**src/hw/rtl/cht_pkg.sv**
```systemverilog
package cht_pkg;

    localparam int MaxBuckets = 256;
    localparam int PoolNodes  = 256;
    localparam int BktW       = 8;
    localparam int NodeW      = 8;
    localparam int PtrW       = 9;
    localparam int FifoDepth  = 2;

    // Command codes.
    typedef enum logic [2:0] {
        CMD_INSERT = 3'd0,
        CMD_LOOKUP = 3'd1,
        CMD_COUNT  = 3'd2,
        CMD_NEXT   = 3'd3,
        CMD_REWIND = 3'd4
    } t_cmd;

    // Status codes.
    localparam logic [1:0] ST_OK       = 2'd0;
    localparam logic [1:0] ST_NOTFOUND = 2'd1;
    localparam logic [1:0] ST_FULL     = 2'd2;
    localparam logic [1:0] ST_END      = 2'd3;

    // Classified operation passed from the front end to the back end.
    typedef enum logic [2:0] {
        OP_INSERT,
        OP_FULL,
        OP_LOOKUP,
        OP_NEXT,
        OP_REWIND,
        OP_NOP
    } t_op;

    typedef struct packed {
        t_op              op;
        logic [BktW-1:0]  bucket;
        logic [31:0]      key;
        logic [31:0]      value;
    } t_job;

    typedef enum logic [3:0] {
        BE_IDLE,
        BE_INS_HEAD,
        BE_INS_LINK,
        BE_LK_HEAD,
        BE_LK_READ,
        BE_LK_CHECK,
        BE_IT_SCAN,
        BE_IT_READ,
        BE_IT_OUT,
        BE_DONE
    } t_be_state;

    typedef enum logic [1:0] {
        FE_IDLE,
        FE_DIV,
        FE_PUSH
    } t_fe_state;

endpackage

```
**src/hw/rtl/cht_fifo.sv**
```systemverilog
// Two-entry job queue between front and back end.
module cht_fifo import cht_pkg::*; (
    input  logic i_clk,
    input  logic i_rst_n,
    input  logic i_clear,
    input  logic i_push,
    input  t_job i_job,
    input  logic i_pop,
    output logic o_room,
    output logic o_valid,
    output t_job o_job
);

    t_job       r_mem [FifoDepth];
    logic       r_wp, r_rp;
    logic [1:0] r_cnt;

    assign o_room  = (r_cnt != 2'(FifoDepth));
    assign o_valid = (r_cnt != 2'd0);
    assign o_job   = r_mem[r_rp];

    always_ff @(posedge i_clk) begin
        if (!i_rst_n || i_clear) begin
            r_wp  <= 1'b0;
            r_rp  <= 1'b0;
            r_cnt <= '0;
        end else begin
            if (i_push) r_wp <= ~r_wp;
            if (i_pop)  r_rp <= ~r_rp;
            r_cnt <= r_cnt + 2'(i_push) - 2'(i_pop);
        end
        if (i_push) r_mem[r_wp] <= i_job;
    end

endmodule

```
**config.mk**
```make
export PLATFORM = sky130hd
export DESIGN_NAME = cht_fifo
export DESIGN_NICKNAME = d
export VERILOG_FILES = /design/src/hw/rtl/cht_pkg.sv /design/src/hw/rtl/cht_fifo.sv
export SDC_FILE = /design/constraint.sdc
export NUM_CORES = 1
export LEC_CHECK = 0
export ABC_AREA = 1
export BUFFER_PORTS_ARGS = -buffer_cell sky130_fd_sc_hd__buf_2
export CAP_MARGIN = 30
export CORE_UTILIZATION = 40
export DETAILED_ROUTE_END_ITERATION = 10
export HOLD_SLACK_MARGIN = 0.08
export PLACE_DENSITY_LB_ADDON = 0.2
export SLEW_MARGIN = 20
export SYNTH_ARGS = -nofsm -noshare
export SYNTH_HDL_FRONTEND = slang
export SYNTH_SLANG_ARGS = --single-unit
```
**constraint.sdc**
```tcl
create_clock -name i_clk -period 3.6 [get_ports i_clk]
set_input_delay 0.18 -clock i_clk [delete_from_list [all_inputs] [get_ports i_clk]]
set_output_delay 0.18 -clock i_clk [all_outputs]
set_load 0.01 [all_outputs]
```
==> metrics, run 1 <==
Crit path arrival time=between 2 and 2.5 ns; Num CTS Buffers=17; top-count cell post-synth=edfxtp_1; Main synth FF type=edfxtp_1; Vias=3205; share of cells above drive strength 1=50.5%; Req. time, crit path=around 3.4 ns; DRT iter0 DRCs=169; crit path launch type=flip-flop; nets=600; root buffer cell=clkbuf_16; sequential-to-total area share from yosys stat=between 70% and 80%; EDFF count, synth=150; FP Rows=between 40 and 50; Final Hold Fails=0; n_diodes=0; CP Cell Sequence=buf_4, mux2_2, buf_2; Worst Path Buf+Inv=2; syn_nets=348; Distinct cells, synth=14; initial antenna violation count=0; largest net degree at the start of global routing=44; Clock transition at path regs=0.06 ns; max cap viols=0; Max Freq=0.420 GHz; outcome=completed; Post-Route WL=~11 mm; Final TNS setup=0 ns; final non-filler cell total=711; Avg Synthesized Cell Area=22.0 sq um; top-area cell type share of the netlist area=77.1%; Detailed Routing Iterations Pass 1=4; CTS tree=built; CP Class=flip-flop to primary output; routed len/inst=15.1 microns; die height=123 microns; P_leak=approximately 3.2 nW; fin crit share=66.1%; Starting Density=41.6%; H-tree depth=4; RSZ-0062 raised after global routing=false; yosys warns=0; grt ovf=0; Peak supply drop=0.000325 V; IO Count=157; synth cell count leaders=150 x edfxtp_1, 50 x mux2_4, 25 x mux2_2; placed cells=600; Async SR Flop Fraction=0%; Die W=123 microns; # DRC=0; CP top delay family=flip-flops; worst-margin pin slew=between 0.6 and 0.7 ns; crit-path max FO=41; global-route wire length before repair=~16 mm; Syn Inst Count=about 270; Max Transition Viols Final=0; Worst slew margin=53.9%; Final Skew=0.00425 ns; # port buffers=156; Area Growth Syn to Fin=40.0%; vias in the first global route=3370; Critical Path Max Stage Delay=0.80 ns; gr usage total=about 15%; synthesized area=5850 sq um; post-CTS sizing=0; crit end category=primary output; clock tree buffer depth=2; Final GP Congestion=0.731; Crit-path slowest cell=dfxtp_4; core area=~14000 sq um; ranking of synthesized cells by area=edfxtp_1 77%, mux2_4 13%, mux2_2 4.8%, dfxtp_1 1.7%, buf_6 1.2%; area leader, netlist=edfxtp_1; Die Area=15100 sq um; #FFs+latches synth=approximately 160; CTS Sinks=155; Period minus WS final=2.38 ns; final setup fails=0; Hold Crit Class=primary input to flip-flop; placed wire-length estimate=6.77 mm; power density over cell area=509 nW/um^2; Via-to-Cell Ratio=4.51; Routed Antenna Nets=0; clk_lat worst skew=0.41 ns
## placed cells by master (no fill, tap or decap)
cell,synthesis,routed
a21oi_1,1,1
buf_2,2,156
buf_4,0,6
bufinv_16,0,2
clkbuf_1,0,2
clkbuf_16,0,17
clkinv_1,0,2
clkinv_2,0,5
clkinvlp_4,0,4
dfxtp_1,5,4
dfxtp_4,0,1
dlygate4sd3_1,0,79
edfxtp_1,150,150
ha_1,2,2
inv_1,9,8
inv_6,0,1
mux2_2,25,25
mux2_4,50,50
nand2_1,6,6
nand3_1,1,1
nor2_1,7,6
nor2_4,0,1
nor3_1,1,1
xnor2_1,1,1
## report_power, final
part	internal, mW	switching, mW	total, mW
Sequential	2.07	0.0291	2.09
Combinational	0.225	0.166	0.392
Clock	1.01	0.667	1.68
## worst register-to-register path: stages (launching register included)
cell	delay, ns
dfxtp_1	0.40
nand2_1	0.09
clkinv_2	0.49
buf_4	0.45
## kinds of logic after synthesis
family,count (synthesis),share of synthesized area [%]
DFF,155,78.8
buffers and inverters,17,1.90
AOI/OAI and AO/OA,1,0.0855
adders and majority gates,2,0.428
xor gates and xnor gates,1,0.150
and+or+nand+nor,15,1.01
muxes,75,17.7
## cell type report
cell class	count	area, sq um
clock inverters	13	126
multi-input cells	94	1140
clock buffers	19	433
inverters	9	35.0
fillers	1073	5860
repair buffers	241	1620
flip-flops and latches	155	4610
well taps	180	225
## layer usage
| layer | track usage [%] | up-vias | share of wire, % |
|---|---|---|---|
| li1 | - | 1535 | - |
| met2 | 24.3 | 101 | 49 |
| met3 | 5.07 | 14 | 6.5 |
| met1 | 17.3 | 1555 | 43 |
| met4 | 7.32 | 0 | 1.7 |
| met5 | 0 | - | 0 |
## path summary, 6_finish.rpt
kind                     start                      to  slack (ns)  cells after the start
max                  flip-flop                o_job[2]        1.22                      3
min                    i_rst_n     r_cnt[0]$_SDFF_PP0_        0.13                      5
max reg2reg  r_wp$_SDFFE_PP0P_  r_mem[1][51]$_DFFE_PP_        1.83                      3
min reg2reg  r_rp$_SDFFE_PP0P_       r_rp$_SDFFE_PP0P_        0.52                      2
## state kept, by name (all words and copies together) (netlist names), named ones only
name	cells
r_mem	150
r_rp	1
r_cnt	2
r_wp	1
## metrics by stage
step | hold slack [ns] | utilization, % | setup slack [ns] | area, sq um | total power, mW
after floorplan | 0.279 | - | 0.886 | 5850 | 2.32
after global placement | 0.367 | 48.7 | 1.64 | 6830 | 2.45
after detailed placement | 0.371 | 48.7 | 1.62 | 6830 | 2.46
after CTS | 0.106 | 58.3 | 1.16 | 8180 | 4.22
after global routing | 0.154 | 58.3 | 1.09 | 8180 | 4.32
final | 0.131 | 58.3 | 1.22 | 8180 | 4.16
## repair_timing
item                                   4_1_cts  5_1_grt
hold buffers                                79        0
buffers inserted                             0        0
endpoints found under the hold margin      155        0
No activity file was read; power rests on OpenSTA's default activity.
==> inputs of run 2 (changes only) <==
ABC_AREA = 0   (was 1)
clock period = 1.9 ns   (was 3.6 ns; I/O delays follow)
==> run 2 against run 1 <==
Against the previous run:
- non-clock buffer count up 3
- largest power group unchanged
- utilization up 0.75 points
- sequential share of layout area down 0.71 points
- critical path depth unchanged
- hold slack better by 0.27 ns
==> metrics, run 2 <==
Top reg by flops=r_mem; fin crit share=~89%; synthesized area=between 5000 and 6000 sq um; grt ovf=0; Avg Synthesized Cell Area=22.8 sq um; Main synth FF type=edfxtp_1; CP top delay family=buffers and inverters; DRT iter0 DRCs=132; CTS Sinks=155; Final Hold Fails=0; ranking of synthesized cells by area=edfxtp_1 77%, mux2_4 13%, mux2_2 4.8%, dfxtp_1 1.7%, buf_6 1.2%; worst hold path startpoint=i_job[6]; crit end category=primary output; CTS tree=built; root buffer cell=clkbuf_16; Syn Inst Count=256; EDFF count, synth=150; sequential-to-total area share from yosys stat=78.9%; GRT busiest layer=met2; met1 usage=17.0%; Period minus WS final=about 1.7 ns; P_leak=3.26 nW; Hold Crit Class=primary input to flip-flop; met3 Track Usage GR=5.02%; Starting Density=~42%; Worst slew margin=74.4%; Hold Path Depth=2; synth cell count leaders=150 x edfxtp_1, 50 x mux2_4, 25 x mux2_2; nets=593; final setup fails=0; Final Skew=0.00462 ns; worst r2r src=r_wp$_SDFFE_PP0P_; Peak supply drop=approximately 0.00067 V; worst-margin pin slew=0.384 ns; Final Instance Area=around 8300 sq um; Final GP Congestion=0.712; yosys warns=0; Routed Antenna Nets=0; flip-flop count of the largest register after layout=150; top-count cell post-synth=edfxtp_1; Via-to-Cell Ratio=4.52; FP Rows=43; Vias=3181; Crit path arrival time=1.59 ns; gr usage total=15.0%; Hold EP=r_mem[1][6]$_DFFE_PP_; RSZ-0062 raised after global routing=false; Critical Path Max Stage Delay=0.39 ns; clk_lat worst skew=0.41 ns; share of cells above drive strength 1=51.7%; area leader, netlist=edfxtp_1; outcome=completed; number of cells on the worst reg-to-reg path=2; CP Cell Sequence=buf_4, mux2_2, buf_2; global-route wire length before repair=16.4 mm; Async SR Flop Fraction=0%; Clock transition at path regs=0.06 ns; total power=8.06 mW; syn_nets=338; leading cell types in the layout, fill and taps excluded=156 x buf_2, 150 x edfxtp_1, 80 x dlygate4sd3_1; Crit-path slowest cell=dfxtp_4; Max Transition Viols Final=0; # DRC=0; Post-Route WL=10.7 mm; n_diodes=0; Worst Path Buf+Inv=2; Final WS setup=0.216 ns; DP Area=6900 sq um; placed wire-length estimate=approximately 6.5 mm; pre-CTS setup slack=0.464 ns; largest net degree at the start of global routing=48; clock tree buffer depth=2; H-tree depth=4; top-area cell type share of the netlist area=between 70 and 80%; #FFs+latches synth=155; die height=123 microns; FF-to-FF End=r_mem[1][26]$_DFFE_PP_; routed len/inst=about 15 microns; Area Growth Syn to Fin=41.9%; Detailed Routing Iterations Pass 1=4; Distinct cells, synth=16; IO Count=157; initial antenna violation count=0; Max Freq=0.594 GHz; CP Class=flip-flop to primary output; crit-path max FO=15; Die Area=15100 sq um; crit path launch type=flip-flop; commonest non-fill, non-tap cell in the layout=buf_2; Req. time, crit path=1.80 ns; Final TNS setup=0 ns; Die W=123 microns; R2R Setup Slk=0.56 ns; # port buffers=156; Num CTS Buffers=17; vias in the first global route=3420; power density over cell area=973 nW/um^2; max cap viols=0; met2 track utilization from global routing=25.7%; core area=14000 sq um; Largest regs=r_mem x150, r_cnt x2
run 2: changes by cell type in the layout (fill, tap and decap cells not counted), sizes merged, moves of 2 or more:
cell,previous run,this run
clkinvlp,4,2
buf,162,164
nor2,7,5
nand2,6,1
inv,9,4
run 2: repair_timing:
item	CTS	global route
endpoints found under the setup margin	0	13
hold buffers	80	0
gates resized for setup	0	0
endpoints found under the hold margin	155	0
setup buffers	0	1
run 2: routing by layer:
layer	up-vias	routed length (microns)
met5	-	0
met1	1531	4570
met3	12	699
met4	0	170
met2	122	5280
li1	1516	-
run 2: layout make-up:
| type | instances | area [sq um] |
|---|---|---|
| Clock buffer | 19 | 433 |
| Clock inverter | 13 | 150 |
| Fill cell | 1104 | 5760 |
| Inverter | 3 | 11.3 |
| Multi-Input combinational cell | 90 | 1150 |
| Sequential cell | 155 | 4610 |
| Tap cell | 180 | 225 |
| Timing Repair Buffer | 244 | 1700 |
run 2: kinds of logic (layout without fill, tap and decap cells):
kind of cell / Yosys count / count (layout) / share of synthesized area [%]
multiplexers: 75 / 75 / 17.7
XOR/XNOR: 3 / 3 / 0.686
buffers and inverters: 11 / 279 / 1.52
AND/OR/NAND/NOR: 10 / 10 / 0.815
adder cells (fa/ha/maj): 2 / 2 / 0.429
flip-flops: 155 / 155 / 78.9
run 2: worst max-delay path by stage:
stage                                  to  slack (ns)  cells after the start
floorplan           r_mem[0][0]$_DFFE_PP_        0.02                      1
global placement                o_job[74]        0.48                      3
detailed placement               o_job[2]        0.46                      3
CTS                              o_job[2]        0.01                      3
global route                     o_job[8]        0.15                      3
finish                           o_job[7]        0.22                      3
run 2: worst register-to-register path, delay by kind of cell (launching register included):
kind	cells	cell delay, ns
flops	1	0.40
buf+inv	1	0.26
simple gates	1	0.36
run 2: per-stage QoR:
step / hold slack, ns / std cells / utilization, %
global placement: 0.282 / 591 / 49.1
CTS: 0.378 / 703 / 59.0
floorplan: 0.194 / 256 / -
detailed placement: 0.287 / 591 / 49.1
global route: 0.389 / 704 / 59.0
finish: 0.403 / 704 / 59.0
run 2: power by group:
group | switching (mW) | leakage (nW) | internal, mW | total (mW)
logic | 0.337 | 1.52 | 0.457 | 0.794
registers | 0.0390 | 1.45 | 3.92 | 3.96
clock network | 1.26 | 0.282 | 2.05 | 3.31
