`config.mk`:
```
export PLATFORM = sky130hd
export DESIGN_NAME = cht_front
export DESIGN_NICKNAME = d
export VERILOG_FILES = /design/src/hw/rtl/cht_pkg.sv /design/src/hw/rtl/cht_front.sv
export SDC_FILE = /design/constraint.sdc
export NUM_CORES = 1
export LEC_CHECK = 0
export ABC_AREA = 0
export BUFFER_PORTS_ARGS = -buffer_cell sky130_fd_sc_hd__buf_2
export CORE_UTILIZATION = 25
export DETAILED_ROUTE_END_ITERATION = 8
export PLACE_DENSITY = 0.45
export SYNTH_ARGS = -nofsm -noshare
export SYNTH_HDL_FRONTEND = slang
export SYNTH_SLANG_ARGS = --single-unit
```
`constraint.sdc`:
```
create_clock -name i_clk -period 3.7 [get_ports i_clk]
set_clock_uncertainty 0.1 [all_clocks]
set_input_delay 0.74 -clock i_clk [delete_from_list [all_inputs] [get_ports i_clk]]
set_output_delay 0.74 -clock i_clk [all_outputs]
set_load 0.03 [all_outputs]
```
`src/hw/rtl/cht_pkg.sv`:
```
package cht_pkg;

    localparam int MaxBuckets = 256;
    localparam int PoolNodes  = 256;
    localparam int BktW       = 8;
    localparam int NodeW      = 8;
    localparam int PtrW       = 9;
    localparam int FifoDepth  = 2;

    // Command codes.
    typedef enum logic [2:0] {
        CMD_INSERT = 3'd0,
        CMD_LOOKUP = 3'd1,
        CMD_COUNT  = 3'd2,
        CMD_NEXT   = 3'd3,
        CMD_REWIND = 3'd4
    } t_cmd;

    // Status codes.
    localparam logic [1:0] ST_OK       = 2'd0;
    localparam logic [1:0] ST_NOTFOUND = 2'd1;
    localparam logic [1:0] ST_FULL     = 2'd2;
    localparam logic [1:0] ST_END      = 2'd3;

    // Classified operation passed from the front end to the back end.
    typedef enum logic [2:0] {
        OP_INSERT,
        OP_FULL,
        OP_LOOKUP,
        OP_NEXT,
        OP_REWIND,
        OP_NOP
    } t_op;

    typedef struct packed {
        t_op              op;
        logic [BktW-1:0]  bucket;
        logic [31:0]      key;
        logic [31:0]      value;
    } t_job;

    typedef enum logic [3:0] {
        BE_IDLE,
        BE_INS_HEAD,
        BE_INS_LINK,
        BE_LK_HEAD,
        BE_LK_READ,
        BE_LK_CHECK,
        BE_IT_SCAN,
        BE_IT_READ,
        BE_IT_OUT,
        BE_DONE
    } t_be_state;

    typedef enum logic [1:0] {
        FE_IDLE,
        FE_DIV,
        FE_PUSH
    } t_fe_state;

endpackage

```
`src/hw/rtl/cht_front.sv`:
```
// Front end: takes commands, reduces keys to a bucket index with a
// restoring divider (one quotient bit per cycle), and queues jobs.
module cht_front import cht_pkg::*; (
    input  logic        i_clk,
    input  logic        i_rst_n,
    input  logic        i_start,
    input  logic [2:0]  i_command,
    input  logic [31:0] i_key,
    input  logic [31:0] i_value,
    input  logic [8:0]  i_bc,
    input  logic        i_clear,
    input  logic        i_full_room,
    output logic        o_idle,
    output logic        o_push,
    output t_job        o_job
);

    t_fe_state   r_state, n_state;
    t_job        r_job;
    logic [8:0]  r_rem;
    logic [31:0] r_dvd;
    logic [5:0]  r_cnt;
    logic [8:0]  r_used;
    logic [9:0]  w_trial;
    logic [8:0]  w_div;

    assign w_div   = (i_bc == 9'd0) ? 9'd1 : ((i_bc > 9'd256) ? 9'd256 : i_bc);
    assign w_trial = {r_rem, r_dvd[31]};

    // Next state.
    always_comb begin
        n_state = r_state;
        case (r_state)
            FE_IDLE: if (i_start) begin
                n_state = (t_cmd'(i_command) == CMD_INSERT
                           || t_cmd'(i_command) == CMD_LOOKUP) ? FE_DIV : FE_PUSH;
                if (t_cmd'(i_command) == CMD_INSERT && r_used == 9'(PoolNodes))
                    n_state = FE_PUSH;
            end
            FE_DIV: if (r_cnt == 6'd31) n_state = FE_PUSH;
            FE_PUSH: if (i_full_room) n_state = FE_IDLE;
            default: n_state = FE_IDLE;
        endcase
    end

    // Outputs.
    always_comb begin
        o_idle = (r_state == FE_IDLE);
        o_push = (r_state == FE_PUSH) && i_full_room;
        o_job  = r_job;
    end

    always_ff @(posedge i_clk) begin
        if (!i_rst_n || i_clear) begin
            r_state <= FE_IDLE;
            r_used  <= '0;
        end else begin
            r_state <= n_state;
            if (o_push && r_job.op == OP_INSERT) r_used <= r_used + 9'd1;
        end
        case (r_state)
            FE_IDLE: begin
                r_job.key   <= i_key;
                r_job.value <= i_value;
                r_dvd       <= i_key;
                r_rem       <= '0;
                r_cnt       <= '0;
                case (t_cmd'(i_command))
                    CMD_INSERT: r_job.op <= (r_used == 9'(PoolNodes)) ? OP_FULL : OP_INSERT;
                    CMD_LOOKUP: r_job.op <= OP_LOOKUP;
                    CMD_NEXT:   r_job.op <= OP_NEXT;
                    CMD_REWIND: r_job.op <= OP_REWIND;
                    default:    r_job.op <= OP_NOP;
                endcase
            end
            FE_DIV: begin
                r_dvd <= {r_dvd[30:0], 1'b0};
                r_cnt <= r_cnt + 6'd1;
                if (w_trial >= {1'b0, w_div}) r_rem <= 9'(w_trial - {1'b0, w_div});
                else r_rem <= w_trial[8:0];
                if (r_cnt == 6'd31) begin
                    if (w_trial >= {1'b0, w_div})
                        r_job.bucket <= BktW'(w_trial - {1'b0, w_div});
                    else
                        r_job.bucket <= w_trial[BktW-1:0];
                end
            end
            default: ;
        endcase
    end

endmodule

```
==> results of run 1 <==
-- metal layers --
metal / part of all wire (%) / track usage [%]
met1: 44 / 13.8
met3: 8.7 / 3.93
met2: 45 / 18.0
met4: 1.9 / 5.15
met5: 0.065 / 0
-- placed cells by master, fill, tap and decap left out, types with 6 or more instances in the layout --
cell / synthesis / routed
a21oi_1: 8 / 8
inv_1: 12 / 11
nand3_1: 6 / 6
clkbuf_16: 0 / 17
dfxtp_1: 11 / 11
xor2_1: 6 / 6
buf_2: 0 / 157
nor3_1: 6 / 6
and2_1: 6 / 6
ha_1: 12 / 12
nor2_1: 27 / 26
nand2_1: 112 / 112
edfxtp_1: 122 / 122
xnor2_1: 10 / 10
-- worst max-delay path: stages --
cell	delay, ns
buf_2	0.10
nor4_1	0.32
a21oi_1	0.11
nor2_1	0.10
ha_1	0.16
inv_1	0.05
fa_1	0.40
a21o_1	0.21
a221oi_4	0.32
a31oi_4	0.22
mux2_4	0.35
and2_1	0.15
-- state kept, by name, indices dropped and copies added (netlist names) --
signal   cells
o_job       75
r_cnt        6
r_dvd       32
r_rem        9
r_state      2
r_used       9
-- through the flow --
| stage | total power [mW] | hold slack, ns | cells | util [%] |
|---|---|---|---|---|
| detailed placement | 2.26 | 0.398 | 829 | 31.0 |
| finish | 3.85 | 0.396 | 861 | 33.7 |
| floorplan | 2.10 | 0.377 | 403 | - |
| CTS | 3.90 | 0.374 | 861 | 33.7 |
| global placement | 2.25 | 0.390 | 829 | 31.0 |
| global route | 4.01 | 0.375 | 861 | 33.7 |
-- cell families after synthesis --
kind of cell             after synthesis
XOR/XNOR                              16
AO/OA/AOI/OAI                         32
AND/OR/NAND/NOR                      179
flip-flops                           133
adder cells (fa/ha/maj)               13
multiplexers                           6
buffers and inverters                 24
-- power breakdown --
group | switching (mW) | internal (mW) | leakage [nW] | total, mW
Combinational | 0.282 | 0.152 | 1.35 | 0.433
Clock | 0.687 | 0.944 | 0.272 | 1.63
Sequential | 0.0302 | 1.75 | 1.37 | 1.78
Total | 0.999 | 2.85 | 3.00 | 3.85
-- final cells by class --
class                           instances  area (sq um)
Inverter                               13          48.8
Sequential cell                       133          3880
Fill cell                            2176         14100
Clock inverter                         14           141
Clock buffer                           18           429
Timing Repair Buffer                  162           823
Tap cell                              275           344
Multi-Input combinational cell        246          1480
-- path summary, 6_finish.rpt --
path	end	slack, ns
worst max-delay path	r_rem[4]$_SDFFCE_PN0P_	0.53
worst min-delay path	o_job[18]$_DFFE_PP_	0.40
worst max register to register	r_rem[4]$_SDFFCE_PN0P_	1.00
worst min register to register	r_dvd[26]$_DFFE_PP_	0.41
==> impl_metrics.tcl, run 1 <==
set metrics [dict create \
    status "completed" \
    n_antenna_cell 0 \
    synth_compound_area_share_pct 5.40 \
    cts_inserted_buffers 17 \
    rsz0062_at_grt "no" \
    synth.distinct_cells 50 \
    start_util_pct 25.7 \
    cts-root-buf "clkbuf_16" \
    endpoint_kind "flop" \
    cts-resized-gates 0 \
    viasPerCell 4.20 \
    p_per_area_nw_per_um2 538 \
    synthFlopType "edfxtp_1" \
    io_pins 158 \
    dpl_cell_area_sq_um 6580 \
    r2r-start "r_dvd[31]$_DFFE_PP_" \
    drt-total-wl_um 12200 \
    maxSlewViolCount 0 \
    cp-start-kind "input port" \
    hold_viol 0 \
    crit_type "in2reg" \
    max_freq_mhz 315 \
    synth_area_sq_um 5450 \
    io_buffers 157 \
    setup-tns-final_ns 0 \
    drtPass1Iterations 4 \
    final_nets 667 \
    coreArea_sq_um 21200 \
    route.detailed.drc 0 \
    detail-route-antenna-nets 0 \
    synth_top_family_by_area "simple AND/OR/NAND/NOR gates" \
    cts.sinks 133 \
    dp_hpwl_um 8620 \
    synthCells 403 \
    synth_adder_area_share_pct 3.12 \
    tritoncts "done" \
    slew-limit-headroom_pct 36.4 \
    grt_pass1_wl_um 19100 \
    finalCritPeriodShare_pct 85.7 \
    worstPathArrival_ns 3.23 \
    drive_gt1_share_pct 36.2 \
    async_flop_share_pct 0 \
    h-tree-depth 4 \
    leakagePower_nw 3.00 \
    rows 53 \
    synth_area_leaders "edfxtp_1 67%, nand2_1 7.7%, dfxtp_1 4.0%" \
    min_from "i_value[18]" \
    wl_per_cell_um 14.2 \
    syn2layout_area_growth_pct 31.3 \
    critical_path.max_fanout 10 \
    postCtsSetupBuffers 0 \
    synth-simple-area-share_pct 14.4 \
    synth-edff-count 122 \
    drt_iter0_drc 163 \
    ys_seq_area_share_pct 71.3 \
    setup_slack_ns 0.530 \
    rr_worst_depth 9 \
    synth_common_cells "122 x edfxtp_1, 112 x nand2_1, 27 x nor2_1, 12 x ha_1, 12 x inv_1" \
    grt_max_degree 68 \
    synth_seq_cells 133 \
    clockBufferDepth 2 \
    synth_area_per_cell_sq_um 13.5 \
    period_minus_slack_ns 3.17 \
    synth_most_common_cell "edfxtp_1" \
    via_count 3618 \
    clk_latency_ns 0.41 \
    place_ws_ns 0.0879 \
    synth_mux_area_share_pct 1.47 \
    required_ns 3.76 \
    place_congestion 0.786 \
    vdd.ir_drop.worst_mv 0.244 \
    grt_pass1_vias 3719 \
    min_path_cells 1 \
    hold_path.class "in2reg" \
    grt_overflow 0 \
    synth_top_area_share_pct 67.2 \
    postLayoutCellArea_sq_um 7150 \
    hold_buffers 0 \
    worst_pin_slew_ns 0.952 \
    grt_usage_pct 11.3 \
    antenna_found_initial 1 \
    setup-violations-final 0 \
    synth_area_leader_cell "edfxtp_1" \
    critPathLaunch "i_bc[4]" \
    synth-xor-area-share_pct 2.57 \
    syn_nets 497 \
    dieArea_sq_um 22400 \
    cts.clk_slew.worst_paths_ns 0.07 \
    dieWidth_um 150 \
    yosys_warnings 0 \
    die_h_um 150 \
    maxCapViolations 0 \
]
Note: power is estimated with default switching activity, not from simulation.
==> run 2, diff against run 1 <==
--- a/config.mk
+++ b/config.mk
@@ -10,6 +10,7 @@
 export CORE_UTILIZATION = 25
 export DETAILED_ROUTE_END_ITERATION = 8
 export PLACE_DENSITY = 0.45
+export REMOVE_ABC_BUFFERS = 1
 export SYNTH_ARGS = -nofsm -noshare
 export SYNTH_HDL_FRONTEND = slang
 export SYNTH_SLANG_ARGS = --single-unit
==> run 2 against run 1 <==
Clock power down 5%. Critical endpoint unchanged. Cell count down 0.12%. Sequential share of layout area up 0.22 points. Critical path type unchanged.
==> impl_metrics.tcl, run 2 (synthesized netlist as in run 1, its figures left out) <==
set metrics [dict create \
    drt-total-wl_um 12200 \
    rsz0062_at_grt "no" \
    start_util_pct 25.7 \
    hold_path.class "in2reg" \
    drive_gt1_share_pct 36.1 \
    place_ws_ns 0.0737 \
    final_cell_mix "157 x buf_2, 122 x edfxtp_1, 111 x nand2_1" \
    setup-violations-final 0 \
    endpoint_kind "flop" \
    status "completed" \
    cts.sinks 133 \
    cpPeakStageDelay_ns 0.40 \
    cts.clk_slew.worst_paths_ns 0.06 \
    antenna_found_initial 0 \
    n_antenna_cell 0 \
    largest_register_ffs 75 \
    route.detailed.drc 0 \
    viasPerCell 4.17 \
    drtPass1Iterations 4 \
    dieArea_sq_um 22400 \
    maxCapViolations 0 \
    leakagePower_nw 2.98 \
    vdd.ir_drop.worst_mv 0.297 \
    p_per_area_nw_per_um2 529 \
    max_freq_mhz 313 \
    worstPathArrival_ns 3.26 \
    dpl_cell_area_sq_um 6580 \
    cts_inserted_buffers 17 \
    cp_cell_sequence "buf_2 > nor4_1 > a21oi_1 > nor2_1 > ha_1 > inv_1 > fa_1 > a21o_1 > a221oi_4 > a31oi_4 > mux2_4 > and2_1" \
    cts-root-buf "clkbuf_16" \
    place_congestion 0.830 \
    grt_max_degree 68 \
    grt_pass1_wl_um 18900 \
    period_minus_slack_ns 3.19 \
    setup-tns-final_ns 0 \
    slew-limit-headroom_pct 32.1 \
    clockBufferDepth 2 \
    required_ns 3.76 \
    hold_viol 0 \
    h-tree-depth 4 \
    dieWidth_um 150 \
    critical_path.max_fanout 10 \
    worst_pin_slew_ns 1.01 \
    die_h_um 150 \
    syn2layout_area_growth_pct 30.8 \
    maxSlewViolCount 0 \
    grt_pass1_vias 3616 \
    postLayoutCellArea_sq_um 7120 \
    setup_slack_ns 0.505 \
    io_buffers 157 \
    finalCritPeriodShare_pct 86.3 \
    wl_per_cell_um 14.2 \
    io_pins 158 \
    detail-route-antenna-nets 0 \
    cts-resized-gates 0 \
    tritoncts "done" \
    finalPower_mw 3.77 \
    cp-start-kind "input port" \
    clk_latency_ns 0.41 \
    dp_hpwl_um 8490 \
    grt_usage_pct 11.2 \
    crit_type "in2reg" \
    grt_overflow 0 \
    final_nets 667 \
    coreArea_sq_um 21200 \
    final_common_cell "buf_2" \
    postCtsSetupBuffers 0 \
    crit_slowest_cell "fa_1" \
    drt_iter0_drc 143 \
    rows 53 \
    hold_buffers 0 \
    via_count 3583 \
]
run 2: per-stage QoR:
stage / util, % / hold slack [ns] / std cells
2_1_floorplan: - / 0.377 / 392
3_3_place_gp: 31.0 / 0.387 / 829
3_5_place_dp: 31.0 / 0.391 / 829
4_1_cts: 33.6 / 0.384 / 860
5_1_grt: 33.6 / 0.376 / 860
6_report: 33.6 / 0.403 / 860
run 2: critical path: cells and delay by family:
kind / cells / cell delay [ns]
adder cells (fa/ha/maj): 2 / 0.56
AO/OA/AOI/OAI: 4 / 0.88
buffers and inverters: 2 / 0.15
multiplexers: 1 / 0.35
AND/OR/NAND/NOR: 3 / 0.57
run 2: final timing paths:
| path | endpoint | cells after the start | slack [ns] | start |
|---|---|---|---|---|
| min reg2reg | r_dvd[18]$_DFFE_PP_ | 2 | 0.41 | r_dvd[17]$_DFFE_PP_ |
| min | o_job[14]$_DFFE_PP_ | 1 | 0.40 | i_value[14] |
| max | r_rem[4]$_SDFFCE_PN0P_ | 12 | 0.51 | i_bc[4] |
| max reg2reg | r_rem[4]$_SDFFCE_PN0P_ | 9 | 0.96 | r_dvd[31]$_DFFE_PP_ |
run 2: cell type report:
cell class,count,area (sq um)
Clock buffer,17,425
Clock inverter,14,114
Fill cell,2167,14100
Inverter,13,48.8
Multi-Input combinational cell,246,1480
Sequential cell,133,3880
Tap cell,275,344
Timing Repair Buffer,162,823
run 2: routing by layer:
| layer | track usage (%) | wire length (um) | vias up |
|---|---|---|---|
| met4 | 4.34 | 173 | 0 |
| li1 | - | - | 1766 |
| met2 | 18.2 | 6110 | 84 |
| met1 | 14.0 | 5370 | 1719 |
| met5 | 0 | 0 | - |
| met3 | 3.08 | 534 | 14 |
run 2: report_power, final:
| group | total (mW) | internal, mW | switching, mW |
|---|---|---|---|
| clock | 1.55 | 0.912 | 0.637 |
| combinational | 0.436 | 0.151 | 0.284 |
| sequential | 1.78 | 1.75 | 0.0302 |
| total | 3.77 | 2.82 | 0.952 |
==> run 3, diff against run 2 <==
--- a/config.mk
+++ b/config.mk
@@ -7,9 +7,9 @@
 export LEC_CHECK = 0
 export ABC_AREA = 0
 export BUFFER_PORTS_ARGS = -buffer_cell sky130_fd_sc_hd__buf_2
-export CORE_UTILIZATION = 25
+export CORE_UTILIZATION = 40
 export DETAILED_ROUTE_END_ITERATION = 8
-export PLACE_DENSITY = 0.45
+export PLACE_DENSITY = 0.66
 export REMOVE_ABC_BUFFERS = 1
 export SYNTH_ARGS = -nofsm -noshare
 export SYNTH_HDL_FRONTEND = slang
==> run 3 against run 2 <==
Non-clock buffer count fell by 1. Routed wire length decreased by 10%. Largest power group unchanged. Highest routed layer unchanged. Worst hold slack lost 0.00080 ns. Combinational power is 2% lower. Global-route usage is 5.3 points higher. Clock power rose by 3%. Critical path type unchanged.
==> impl_metrics.tcl, run 3 (synthesized netlist as in run 1, its figures left out) <==
set metrics [dict create \
    final_cell_mix "157 x buf_2, 122 x edfxtp_1, 111 x nand2_1" \
    wl_per_cell_um 14.4 \
    period_minus_slack_ns 3.16 \
    grt_pass1_vias 3582 \
    cts-root-buf "clkbuf_16" \
    dieWidth_um 119 \
    hold_viol 0 \
    grt_max_degree 68 \
    p_per_area_nw_per_um2 544 \
    setup-violations-final 0 \
    max_freq_mhz 316 \
    route.detailed.drc 0 \
    dpl_cell_area_sq_um 6450 \
    cts-resized-gates 0 \
    postCtsSetupBuffers 0 \
    postLayoutCoreUtil_pct 53.0 \
    largest_register_ffs 75 \
    status "completed" \
    slew-limit-headroom_pct 39.9 \
    viasPerCell 4.72 \
    clockBufferDepth 2 \
    final_common_cell "buf_2" \
    critPathLaunch "i_bc[4]" \
    vdd.ir_drop.worst_mv 0.250 \
    maxCapViolations 0 \
    grt_overflow 0 \
    io_pins 158 \
    worst_pin_slew_ns 0.900 \
    cts_inserted_buffers 17 \
    cts.clk_slew.worst_paths_ns 0.06 \
    postLayoutCellArea_sq_um 7020 \
    die_h_um 119 \
    wl_met2_um 5620 \
    placed_cells_incl_taps 729 \
    drtPass1Iterations 4 \
    rows 42 \
    holdWs_ns 0.403 \
    tritoncts "done" \
    top_layer "met4" \
    required_ns 3.76 \
    via_count 3593 \
    r2r-start "r_dvd[31]$_DFFE_PP_" \
    leakagePower_nw 2.99 \
    wl_met1_um 4750 \
    worstPathArrival_ns 3.23 \
    drive_gt1_share_pct 35.7 \
    hold_path.class "in2reg" \
    dieArea_sq_um 14100 \
    cpPeakStageDelay_ns 0.39 \
    critical_path.max_fanout 14 \
    cts.sinks 133 \
    final_nets 666 \
    finalCritPeriodShare_pct 85.5 \
    antenna_found_initial 0 \
    io_buffers 157 \
    hold_buffers 0 \
    crit_slowest_cell "fa_1" \
    min_from "i_value[9]" \
    grt_usage_pct 16.4 \
    maxSlewViolCount 0 \
    start_util_pct 41.1 \
    endpoint_kind "flop" \
    drt-total-wl_um 11000 \
    n_antenna_cell 0 \
    coreArea_sq_um 13200 \
    cp_cell_sequence "buf_2 > nor4_1 > a21oi_1 > nor2_1 > ha_1 > inv_1 > fa_1 > a21o_1 > a221oi_4 > a31oi_4 > mux2_4 > and2_1" \
    detail-route-antenna-nets 0 \
    h-tree-depth 4 \
    rsz0062_at_grt "no" \
    dp_hpwl_um 7530 \
    grt_pass1_wl_um 17600 \
    clk_latency_ns 0.41 \
    route.met3.wl_um 388 \
    crit_type "in2reg" \
    cp-start-kind "input port" \
    drt_iter0_drc 184 \
    place_congestion 0.803 \
    final_cell_count_no_fill 761 \
    syn2layout_area_growth_pct 28.8 \
]
## run 3: changes by cell type in the layout (fill, tap and decap cells not counted), sizes merged
cell,delta
clkinv,-1
buf,-1
inv,+1
bufinv,+1
clkinvlp,-2
clkbuf,+2
## run 3: final timing paths
path	end	slack (ns)	cells after the start
worst max-delay path	r_rem[2]$_SDFFCE_PN0P_	0.54	12
worst min-delay path	o_job[9]$_DFFE_PP_	0.40	1
worst max register to register	r_rem[2]$_SDFFCE_PN0P_	0.97	9
worst min register to register	r_dvd[30]$_DFFE_PP_	0.41	2
## run 3: routing by layer
layer	GRT usage (%)	vias to the layer above
li1	-	1771
met1	19.8	1719
met2	27.4	84
met3	4.34	19
met4	7.67	0
met5	0	-
## run 3: worst max-delay path: cells and delay by family
kind,cells,cell delay [ns]
AOI/OAI and AO/OA,4,0.87
buffers and inverters,2,0.15
adders and majority gates,2,0.55
muxes,1,0.36
and+or+nand+nor,3,0.55
## run 3: area by class of cell
cell class,count,area (sq um)
clock inverters,13,133
clock buffers,19,433
flip-flops and latches,133,3880
repair buffers,161,816
fillers,1176,6220
well taps,176,220
multi-input cells,246,1480
inverters,13,48.8
## run 3: report_power, final
part           total [mW]  internal (mW)  switching, mW
clock                1.60          0.988          0.614
combinational       0.429          0.149          0.280
sequential           1.78           1.75         0.0307
total                3.81           2.89          0.924
## run 3: stage by stage
stage          setup slack (ns)  total power [mW]  setup TNS [ns]
6_report                  0.536              3.81               0
5_1_grt                   0.393              3.95               0
4_1_cts                   0.530              3.86               0
3_5_place_dp             0.0861              2.25               0
3_3_place_gp              0.135              2.23               0
2_1_floorplan            -0.666              2.10          -29.87
